### src/sv/mhpq_pkg.sv
package mhpq_pkg;

    localparam int CAPACITY = 16;
    localparam int IDX_W    = $clog2(CAPACITY);
    localparam int CNT_W    = $clog2(CAPACITY + 1);
    // wide enough for the right child index of the last slot
    localparam int CH_W     = IDX_W + 2;
    localparam int OCC_W    = 5;

    localparam logic ACT_INSERT  = 1'b0;
    localparam logic ACT_EXTRACT = 1'b1;

    typedef enum logic [1:0] {
        STATUS_DONE  = 2'd0,
        STATUS_EMPTY = 2'd1,
        STATUS_FULL  = 2'd2
    } status_t;

    typedef struct packed {
        logic signed [31:0] value;
        logic [3:0]         source;
        logic [15:0]        position;
    } entry_t;

    localparam int ENTRY_W = $bits(entry_t);

    typedef struct packed {
        logic   action;
        entry_t entry;
    } op_req_t;

    typedef struct packed {
        entry_t          entry;
        status_t         status;
        logic [OCC_W-1:0] occupancy;
    } op_rsp_t;

endpackage

### src/sv/mhpq_ram.sv
module mhpq_ram #(
    parameter int WIDTH = 8,
    parameter int DEPTH = 16
) (
    input  logic                     aclk,
    input  logic                     we,
    input  logic [$clog2(DEPTH)-1:0] waddr,
    input  logic [WIDTH-1:0]         wdata,
    input  logic [$clog2(DEPTH)-1:0] raddr_a,
    output logic [WIDTH-1:0]         rdata_a,
    input  logic [$clog2(DEPTH)-1:0] raddr_b,
    output logic [WIDTH-1:0]         rdata_b
);

    logic [WIDTH-1:0] mem [DEPTH];

    always_ff @(posedge aclk) begin
        if (we) begin
            mem[waddr] <= wdata;
        end
        rdata_a <= mem[raddr_a];
        rdata_b <= mem[raddr_b];
    end

endmodule

### src/sv/mhpq_engine.sv
module mhpq_engine (
    input  logic                    aclk,
    input  logic                    aresetn,
    input  logic                    start,
    input  mhpq_pkg::op_req_t       req,
    output logic                    idle,
    input  logic                    rsp_ready,
    output logic                    done,
    output mhpq_pkg::op_rsp_t       rsp
);

    typedef enum logic [2:0] {
        S_IDLE, S_UP, S_UP_CMP, S_DN_LOAD, S_DN, S_DN_CMP, S_FIN
    } state_t;

    state_t                           state_reg, state_next;
    logic [mhpq_pkg::CNT_W-1:0]       count_reg, count_next;
    logic [mhpq_pkg::IDX_W-1:0]       hole_reg, hole_next;
    mhpq_pkg::entry_t                 mov_reg, mov_next;
    mhpq_pkg::entry_t                 out_reg, out_next;
    mhpq_pkg::status_t                status_reg, status_next;

    logic                             ram_we;
    logic [mhpq_pkg::IDX_W-1:0]       ram_waddr, ram_ra, ram_rb;
    mhpq_pkg::entry_t                 ram_wdata;
    logic [mhpq_pkg::ENTRY_W-1:0]     rdata_a, rdata_b;
    mhpq_pkg::entry_t                 rd_a, rd_b;

    logic [mhpq_pkg::CH_W-1:0]        left_w, right_w, count_w;
    logic [mhpq_pkg::CNT_W-1:0]       count_dec;
    logic                             left_ok, right_ok, pick_left, pick_right;
    logic signed [31:0]               best_val;

    mhpq_ram #(
        .WIDTH (mhpq_pkg::ENTRY_W),
        .DEPTH (mhpq_pkg::CAPACITY)
    ) u_store (
        .aclk    (aclk),
        .we      (ram_we),
        .waddr   (ram_waddr),
        .wdata   (ram_wdata),
        .raddr_a (ram_ra),
        .rdata_a (rdata_a),
        .raddr_b (ram_rb),
        .rdata_b (rdata_b)
    );

    assign rd_a      = mhpq_pkg::entry_t'(rdata_a);
    assign rd_b      = mhpq_pkg::entry_t'(rdata_b);
    assign count_w   = mhpq_pkg::CH_W'(count_reg);
    assign count_dec = count_reg - 1'b1;
    assign left_w    = {1'b0, hole_reg, 1'b1};
    assign right_w   = left_w + 1'b1;
    assign left_ok   = left_w < count_w;
    assign right_ok  = right_w < count_w;

    // child choice: left if strictly smaller, then right if smaller than that
    assign pick_left  = left_ok && ($signed(mov_reg.value) > $signed(rd_a.value));
    assign best_val   = pick_left ? rd_a.value : mov_reg.value;
    assign pick_right = right_ok && (best_val > $signed(rd_b.value));

    assign idle = (state_reg == S_IDLE);
    assign done = (state_reg == S_FIN) && rsp_ready;

    assign rsp.entry     = out_reg;
    assign rsp.status    = status_reg;
    assign rsp.occupancy = mhpq_pkg::OCC_W'(count_reg);

    always_comb begin
        state_next  = state_reg;
        count_next  = count_reg;
        hole_next   = hole_reg;
        mov_next    = mov_reg;
        out_next    = out_reg;
        status_next = status_reg;
        ram_we      = 1'b0;
        ram_waddr   = hole_reg;
        ram_wdata   = mov_reg;
        ram_ra      = '0;
        ram_rb      = '0;

        unique case (state_reg)
            S_IDLE: begin
                if (start) begin
                    out_next    = '0;
                    status_next = mhpq_pkg::STATUS_DONE;
                    if (req.action == mhpq_pkg::ACT_INSERT) begin
                        if (count_reg == mhpq_pkg::CNT_W'(mhpq_pkg::CAPACITY)) begin
                            status_next = mhpq_pkg::STATUS_FULL;
                            state_next  = S_FIN;
                        end else begin
                            mov_next   = req.entry;
                            hole_next  = count_reg[mhpq_pkg::IDX_W-1:0];
                            count_next = count_reg + 1'b1;
                            state_next = S_UP;
                        end
                    end else begin
                        if (count_reg == '0) begin
                            status_next = mhpq_pkg::STATUS_EMPTY;
                            state_next  = S_FIN;
                        end else begin
                            // fetch root and last entry together
                            ram_ra     = '0;
                            ram_rb     = count_dec[mhpq_pkg::IDX_W-1:0];
                            count_next = count_dec;
                            state_next = S_DN_LOAD;
                        end
                    end
                end
            end
            S_UP: begin
                if (hole_reg == '0) begin
                    ram_we     = 1'b1;
                    state_next = S_FIN;
                end else begin
                    ram_ra     = (hole_reg - 1'b1) >> 1;
                    state_next = S_UP_CMP;
                end
            end
            S_UP_CMP: begin
                ram_we = 1'b1;
                if ($signed(rd_a.value) > $signed(mov_reg.value)) begin
                    // move parent down into the hole
                    ram_wdata  = rd_a;
                    hole_next  = (hole_reg - 1'b1) >> 1;
                    state_next = S_UP;
                end else begin
                    state_next = S_FIN;
                end
            end
            S_DN_LOAD: begin
                out_next  = rd_a;
                mov_next  = rd_b;
                hole_next = '0;
                if (count_reg == '0) begin
                    state_next = S_FIN;
                end else begin
                    state_next = S_DN;
                end
            end
            S_DN: begin
                if (!left_ok) begin
                    ram_we     = 1'b1;
                    state_next = S_FIN;
                end else begin
                    ram_ra     = left_w[mhpq_pkg::IDX_W-1:0];
                    ram_rb     = right_w[mhpq_pkg::IDX_W-1:0];
                    state_next = S_DN_CMP;
                end
            end
            S_DN_CMP: begin
                ram_we = 1'b1;
                if (pick_right) begin
                    ram_wdata  = rd_b;
                    hole_next  = right_w[mhpq_pkg::IDX_W-1:0];
                    state_next = S_DN;
                end else if (pick_left) begin
                    ram_wdata  = rd_a;
                    hole_next  = left_w[mhpq_pkg::IDX_W-1:0];
                    state_next = S_DN;
                end else begin
                    state_next = S_FIN;
                end
            end
            S_FIN: begin
                if (rsp_ready) begin
                    state_next = S_IDLE;
                end
            end
            default: begin
                state_next = S_IDLE;
            end
        endcase
    end

    always_ff @(posedge aclk) begin
        if (!aresetn) begin
            state_reg <= S_IDLE;
            count_reg <= '0;
        end else begin
            state_reg <= state_next;
            count_reg <= count_next;
        end
        hole_reg   <= hole_next;
        mov_reg    <= mov_next;
        out_reg    <= out_next;
        status_reg <= status_next;
    end

endmodule

### src/sv/min_heap_priority_queue_unit.sv
// Bounded binary min-heap priority queue, the ordering core of a k-way merge.
// Each item either inserts an entry (signed key, source stream, position) or
// extracts the entry with the smallest key; every item yields exactly one
// result carrying the extracted entry (zero for inserts), a status code (done,
// extract on empty, insert on full) and the occupancy after the operation.
// Equal keys never displace one another; only the key takes part in ordering.
// The heap lives in a dual-read-port RAM with a registered read. One item is
// processed at a time. A refused item (extract on empty, insert on full) goes
// straight to the result. An insert reads the parent and compares keys at
// each level it rises; an extract fetches the root and the last entry
// together, then reads both children and compares keys at each level it
// sinks. The engine then returns to idle before it takes the next item, so
// an item's time is set by the RAM read followed by a key compare at every
// heap level. A finished result sits in an output register, so the next item
// is taken while it waits; only when that register is still full and m_ready
// is low does the engine hold its result and stall.
module min_heap_priority_queue_unit (
    input  logic               aclk,
    input  logic               aresetn,

    input  logic               s_valid,
    output logic               s_ready,
    input  logic               s_action,
    input  logic signed [31:0] s_entry_value,
    input  logic [3:0]         s_entry_source,
    input  logic [15:0]        s_entry_position,

    output logic               m_valid,
    input  logic               m_ready,
    output logic signed [31:0] m_out_value,
    output logic [3:0]         m_out_source,
    output logic [15:0]        m_out_position,
    output logic [1:0]         m_status,
    output logic [4:0]         m_occupancy
);

    mhpq_pkg::op_req_t req;
    mhpq_pkg::op_rsp_t rsp;
    mhpq_pkg::op_rsp_t rsp_reg;
    logic              eng_idle;
    logic              eng_done;
    logic              rsp_ready;
    logic              m_valid_reg;

    // pack the item for the heap engine
    assign req.action         = s_action;
    assign req.entry.value    = s_entry_value;
    assign req.entry.source   = s_entry_source;
    assign req.entry.position = s_entry_position;

    // take a new item whenever the engine is idle
    assign s_ready = eng_idle;

    // the engine may hand over a result when the output slot is empty or frees this cycle
    assign rsp_ready = !m_valid_reg || m_ready;

    mhpq_engine u_engine (
        .aclk      (aclk),
        .aresetn   (aresetn),
        .start     (s_valid && s_ready),
        .req       (req),
        .idle      (eng_idle),
        .rsp_ready (rsp_ready),
        .done      (eng_done),
        .rsp       (rsp)
    );

    // output register: load on engine completion, drop when taken
    always_ff @(posedge aclk) begin
        if (!aresetn) begin
            m_valid_reg <= 1'b0;
        end else if (eng_done) begin
            m_valid_reg <= 1'b1;
        end else if (m_ready) begin
            m_valid_reg <= 1'b0;
        end
        if (eng_done) begin
            rsp_reg <= rsp;
        end
    end

    assign m_valid        = m_valid_reg;
    assign m_out_value    = rsp_reg.entry.value;
    assign m_out_source   = rsp_reg.entry.source;
    assign m_out_position = rsp_reg.entry.position;
    assign m_status       = rsp_reg.status;
    assign m_occupancy    = rsp_reg.occupancy;

endmodule
### config.mk
export PLATFORM = sky130hd
export DESIGN_NAME = min_heap_priority_queue_unit
export DESIGN_NICKNAME = d
export VERILOG_FILES = /design/src/sv/mhpq_pkg.sv /design/src/sv/mhpq_ram.sv /design/src/sv/mhpq_engine.sv /design/src/sv/min_heap_priority_queue_unit.sv
export SDC_FILE = /design/constraint.sdc
export NUM_CORES = 2
export LEC_CHECK = 0
export ABC_AREA = 1
export BUFFER_PORTS_ARGS = -buffer_cell sky130_fd_sc_hd__buf_2
export CORE_MARGIN = 3
export CORE_UTILIZATION = 35
export DETAILED_ROUTE_END_ITERATION = 8
export PLACE_DENSITY_LB_ADDON = 0.1
export RECOVER_POWER = 25
export SKIP_CTS_REPAIR_TIMING = 1
export SYNTH_ARGS = -nofsm -noshare
export SYNTH_HDL_FRONTEND = slang
export SYNTH_SLANG_ARGS = --single-unit
### constraint.sdc
create_clock -name aclk -period 21 [get_ports aclk]
set_input_delay 4.2 -clock aclk [delete_from_list [all_inputs] [get_ports aclk]]
set_output_delay 4.2 -clock aclk [all_outputs]
set_load 0.005 [all_outputs]
; ---- Yosys cells after proc, flatten, opt, wreduce, memory -nomap -nowiden
; Memories as Yosys holds them, arrays and structs flattened. A register that Yosys moved wholly into a read port is not among the register bits.
; Cells that the tools add are included.
[word_totals]
register_bits = 178
ram_bits = 832
input_bits = 57
word_cells = 111
memories = 1
[op_classes]
add_sub_neg = 4
order_cmp = 5
eq_ne = 15
n_mux = 51
reduce_logical = 19
[mem_list]
columns = name, words, width, read_ports, rd_ports_with_merged_regs, wr, line_no
row1 = u_engine.u_store.mem, 16, 52, 2, 2, 1, mhpq_ram.sv:15  ; logic [WIDTH-1:0] mem [DEPTH];
[ops]
columns = cell, count
row1 = 52-bit two-way mux, 7
row2 = 52-bit case mux with 2 select lines, 3
row3 = 32-bit greater-than comparator, 3
row4 = 4-bit two-way mux, 11
row5 = 32-bit two-way mux, 1
row6 = 3-bit two-way mux, 9
row7 = 3-bit case mux with 7 select lines, 1
row8 = 4-bit case mux with 2 select lines, 2
row9 = 4-bit case mux with 4 select lines, 1
row10 = 5-bit two-way mux, 3
row11 = 2-bit two-way mux, 5
row12 = "3-bit equality test, second input constant", 3
row13 = "2-bit inequality test, second input constant", 4
row14 = 4-bit AND reduction, 2
row15 = 1-bit two-way mux, 7
row16 = "5-bit by 1-bit adder with 6-bit output, second input constant", 1
row17 = "3-bit by 2-bit equality test with 1-bit output, second input constant", 2
row18 = 6-bit by 5-bit less-than comparator with 1-bit output, 1
row19 = "2-bit by 1-bit inequality test with 1-bit output, second input constant", 3
row20 = 2-bit AND reduction, 3
row21 = 6-bit AND reduction, 1
row22 = "5-bit by 1-bit adder with 5-bit output, second input constant", 1
row23 = "5-bit equality test, second input constant", 1
row24 = 5-bit zero test, 1
row25 = 14 further kinds, 18

; ---- Depth between registers and ports, before layout
[logic_depth]
depth_word = 7
ltp_mapped = 40

; ---- Hierarchy
; Synthesis repeated with hierarchy kept, for this count alone.
[hier_totals]
hier_cells = 6717
hier_area_um2 = 57056.0
[by_module_without_submodules]
columns = module, n_inst, cells_each, area_each_um2, seq_area_each_um2
row1 = mhpq_ram, 1, 5370, 45797.7, 27066.0
row2 = mhpq_engine, 1, 1280, 9432.8, 3463.3
row3 = min_heap_priority_queue_unit, 1, 67, 1825.5, 1791.7

; ---- Least setup slack after synthesis
; OpenSTA, ideal clock, no wires.
[synth_path]
path_kind = input port to flip-flop
start = input s_valid
end = register u_engine.mov_reg[0] (netlist bit), enable pin
setup_time_ps = 406
t_arrival_ps = 9347
setup_slack_ps = 11246
cell_stages = 4
path_buffers = 0
cell_sequence = inv_1 o21ai_0 nand2_1 inv_1
[synth_between]
elab_chain_cells = 3
[synth_lines]
columns = element, line_no
row1 = start: declaration, min_heap_priority_queue_unit.sv:21  ; input logic s_valid,
row2 = 1-bit logical AND, min_heap_priority_queue_unit.sv:60  ; .start (s_valid && s_ready),
row3 = 2-bit by 1-bit inequality test with 1-bit output (no line), --
row4 = 4-bit AND reduction (no line), --
row5 = end signal: assignment, mhpq_engine.sv:185  ; mov_reg <= mov_next;
row6 = end: declaration, mhpq_engine.sv:19  ; mhpq_pkg::entry_t mov_reg, mov_next;
; No other way between the ends.
; A chain may end at the register's enable or synchronous reset.

; ---- Worst setup path after layout
[layout_path]
start = register u_engine.state_reg[0]
end = memory u_engine.u_store.mem[0][4] (netlist bit), enable pin
[layout_between]
elab_chain_cells = 5
elab_cells_between_ends = 8
[layout_lines]
columns = element, line_no
row1 = start: declaration, mhpq_engine.sv:16  ; state_t state_reg, state_next;
row2 = start signal: assignment, mhpq_engine.sv:181  ; state_reg <= state_next;
row3 = 3-bit by 2-bit equality test with 1-bit output or 3-bit equality test (tied branches), mhpq_engine.sv:82  ; unique case (state_reg)
row4 = 2-bit OR reduction (no line), --
row5 = 1-bit case mux with 3 select lines (*), mhpq_engine.sv:82
row6 = 1-bit two-way mux (*), mhpq_ram.sv:18  ; if (we) begin
row7 = 1-bit two-way mux (implied by the code) (*), mhpq_ram.sv:19  ; mem[waddr] <= wdata;
row8 = end: declaration, mhpq_ram.sv:15
; Every way passes the cells marked *; elsewhere a longest branch is shown, timed or not.

==> results.json <==
{
  "tightest_slew_ps": 4140,
  "synth_cell_types": 48,
  "ios": 118,
  "cts_tree": "built",
  "yosysTopAreaCellShare_pct": 54.4,
  "ys.warnings.count": 0,
  "antenna_found_initial": 11,
  "synth_top_cell_by_area": "edfxtp_1",
  "synth-edff-count": 1001,
  "clock_path_buffers": 3,
  "drv_slew": 670,
  "setup_tns_ps": 0,
  "synth_ff_type": "edfxtp_1",
  "cp-startpoint": "u_engine.state_reg[0]",
  "fin_nets": 5795,
  "clkSinkCount": 1114,
  "top_register": "u_engine.u_store.mem",
  "final_cells": 7822,
  "crit_path_start_kind": "register",
  "grt_pass1_wl_mm": 289,
  "grt_max_degree": 205,
  "drive_above_1_share_pct": 10.8,
  "synth_top_cells_by_count": "nand2_1, nand3_1, edfxtp_1",
  "worstPathMaxFanout": 37,
  "vias": 43109,
  "design.core.area_sq_um": 157000,
  "gp_congestion": 0.813,
  "r2r_start": "u_engine.state_reg[0]",
  "insertion_delay_ps": 760,
  "irDropWorstVdd_mv": 0.0973,
  "dieArea_sq_um": 163000,
  "grt_pass1_vias": 41685,
  "overflow": 0,
  "grt_util_all_layers_pct": 23.9,
  "outcome": "finished with violations",
  "portBuffers": 117,
  "finalCritPeriodShare_pct": 46.8,
  "p_leak_nw": 23.9,
  "max_slew_margin_pct": -176,
  "syn_to_final_growth_pct": 11.5,
  "clock.fmax_ghz": 0.102,
  "synth_area_sq_um": 55200,
  "yosys_register_bits": 1114,
  "drv_cap": 27,
  "seq_area_frac_synth_pct": 58.5,
  "dp.cells": 7584,
  "synthCells": 5737,
  "syn-num-nets": 5873,
  "r2r_end": "u_engine.u_store.mem[0][4]",
  "timing_hold_violations_final": 0,
  "diodes": 0,
  "initial_core_util_pct": 35.3,
  "worstPathRequired_ps": 21280,
  "crit_type": "register to register",
  "htreeDepth": 4,
  "hp-class": "register to register",
  "drt_iter0_drc": 4595,
  "endpoint_kind": "register",
  "crit_arrival_ps": 10100,
  "routed_wl_mm": 198,
  "drcViolationCount": 0,
  "fillers": 15364,
  "clock-root-buffer": "clkbuf_16",
  "crit_end": "u_engine.u_store.mem[0][4]",
  "final_util_pct": 39.3,
  "first_pass_iters": 8,
  "finClkSkew_ps": 16.5,
  "regToRegSetupSlack_ps": 11180,
  "die_w_um": 403,
  "fin_crit_ps": 9820,
  "die_y_um": 403,
  "largest_reg_flops": 832,
  "power.density_nw_per_um2": 156,
  "synth.avg_cell_area_sq_um": 9.63,
  "setup_viol": 0,
  "rsz0062_at_grt": "false",
  "dp_hpwl_mm": 104,
  "synth_area_leaders": "edfxtp_1, nand3_1, nand2_1",
  "vias_per_cell": 5.51,
  "numCtsBuffers": 131,
  "fp-row-count": 145,
  "violations": "capacitance limit, slew limit",
  "placed_area_sq_um": 57400,
  "power_mw": 9.62,
  "clkTransAtPathRegs_ps": 50,
  "antenna_left": 0,
  "yosysMostFrequentCell": "nand2_1",
  "worstRegToRegCells": 10,
  "async_flop_share_pct": 0,
  "fin_area_sq_um": 61600,
  "wl_per_cell_um": 25.3
}
[kinds of logic after synthesis]
kind of cell / after synthesis / synth area share, %
simple gates: 2657 / 20.7
mux: 209 / 4.26
fa+ha+maj: 79 / 1.79
flops: 1114 / 58.5
buf+inv: 820 / 6.35
xor+xnor: 5 / 0.0793
compound gates: 853 / 8.30
[how the worst min path moves through the flow]
stage,from,endpoint,slack (ps),cells after the start
6_report,u_engine.rsp[28],m_out_value[1],410,0
2_1_floorplan,u_engine.rsp[7],m_out_position[0],400,0
5_1_grt,u_engine.rsp[55],m_out_value[28],420,0
4_1_cts,u_engine.rsp[30],m_out_value[3],420,0
3_3_place_gp,u_engine.rsp[28],m_out_value[1],400,0
3_5_place_dp,u_engine.rsp[25],m_out_source[2],400,0
[through the flow]
step / hold slack, ps / worst slack, ps
3_5_place_dp: 405 / 13160
6_report: 413 / 11180
2_1_floorplan: 400 / 11250
4_1_cts: 417 / 13940
3_3_place_gp: 400 / 13250
5_1_grt: 421 / 10840
[report_power, final]
group / internal [mW] / total [mW] / leakage, nW / switching, mW
sequential: 3.12 / 3.30 / 10.1 / 0.179
combinational: 1.03 / 4.01 / 11.7 / 2.98
clock: 1.39 / 2.31 / 2.15 / 0.925
[worst max-delay path: stages, from the launching register on]
cell and delay (ps):
dfxtp_1 480, nand2_1 120, nor2_1 2370, nor2_4 -30
clkbuf_1 970, inv_1 320, nor3_1 90, clkbuf_1 210
nor2_1 640, clkbuf_1 1530, clkbuf_1 2600
[placed cells by master, fill, tap and decap left out, drive strengths merged, types with 7 or more instances in the layout]
master	count
a31oi	54
nand2	1152
nor3	12
o21bai	33
nor2	375
o22ai	54
o21ai	582
mux2	209
clkinv	39
clkbuf	208
a21oi	108
dfxtp	113
inv	406
buf	185
edfxtp	1001
bufinv	8
nand3	1109
ha	79
a32oi	7
[layer usage]
layer | share of wire (%) | routed length [um] | vias to the layer above | GRT usage (%)
met1 | 46 | 91000 | 21242 | 34.7
met2 | 44 | 87700 | 1708 | 37.0
met4 | 2.3 | 4560 | 2 | 6.64
met3 | 7.2 | 14300 | 306 | 3.52
met5 | 0.0071 | 14 | - | 0
li1 | - | - | 19851 | -
[cell type report]
class	count	area, sq um	area share [%]
flip-flops and latches	1114	32300	52.5
inverters	405	1550	2.51
clock inverters	49	435	0.707
multi-input cells	3803	19600	31.8
clock buffers	189	3910	6.35
repair buffers	204	1230	2.00
well taps	2058	2570	4.18
(Power assumes the default switching activity.)
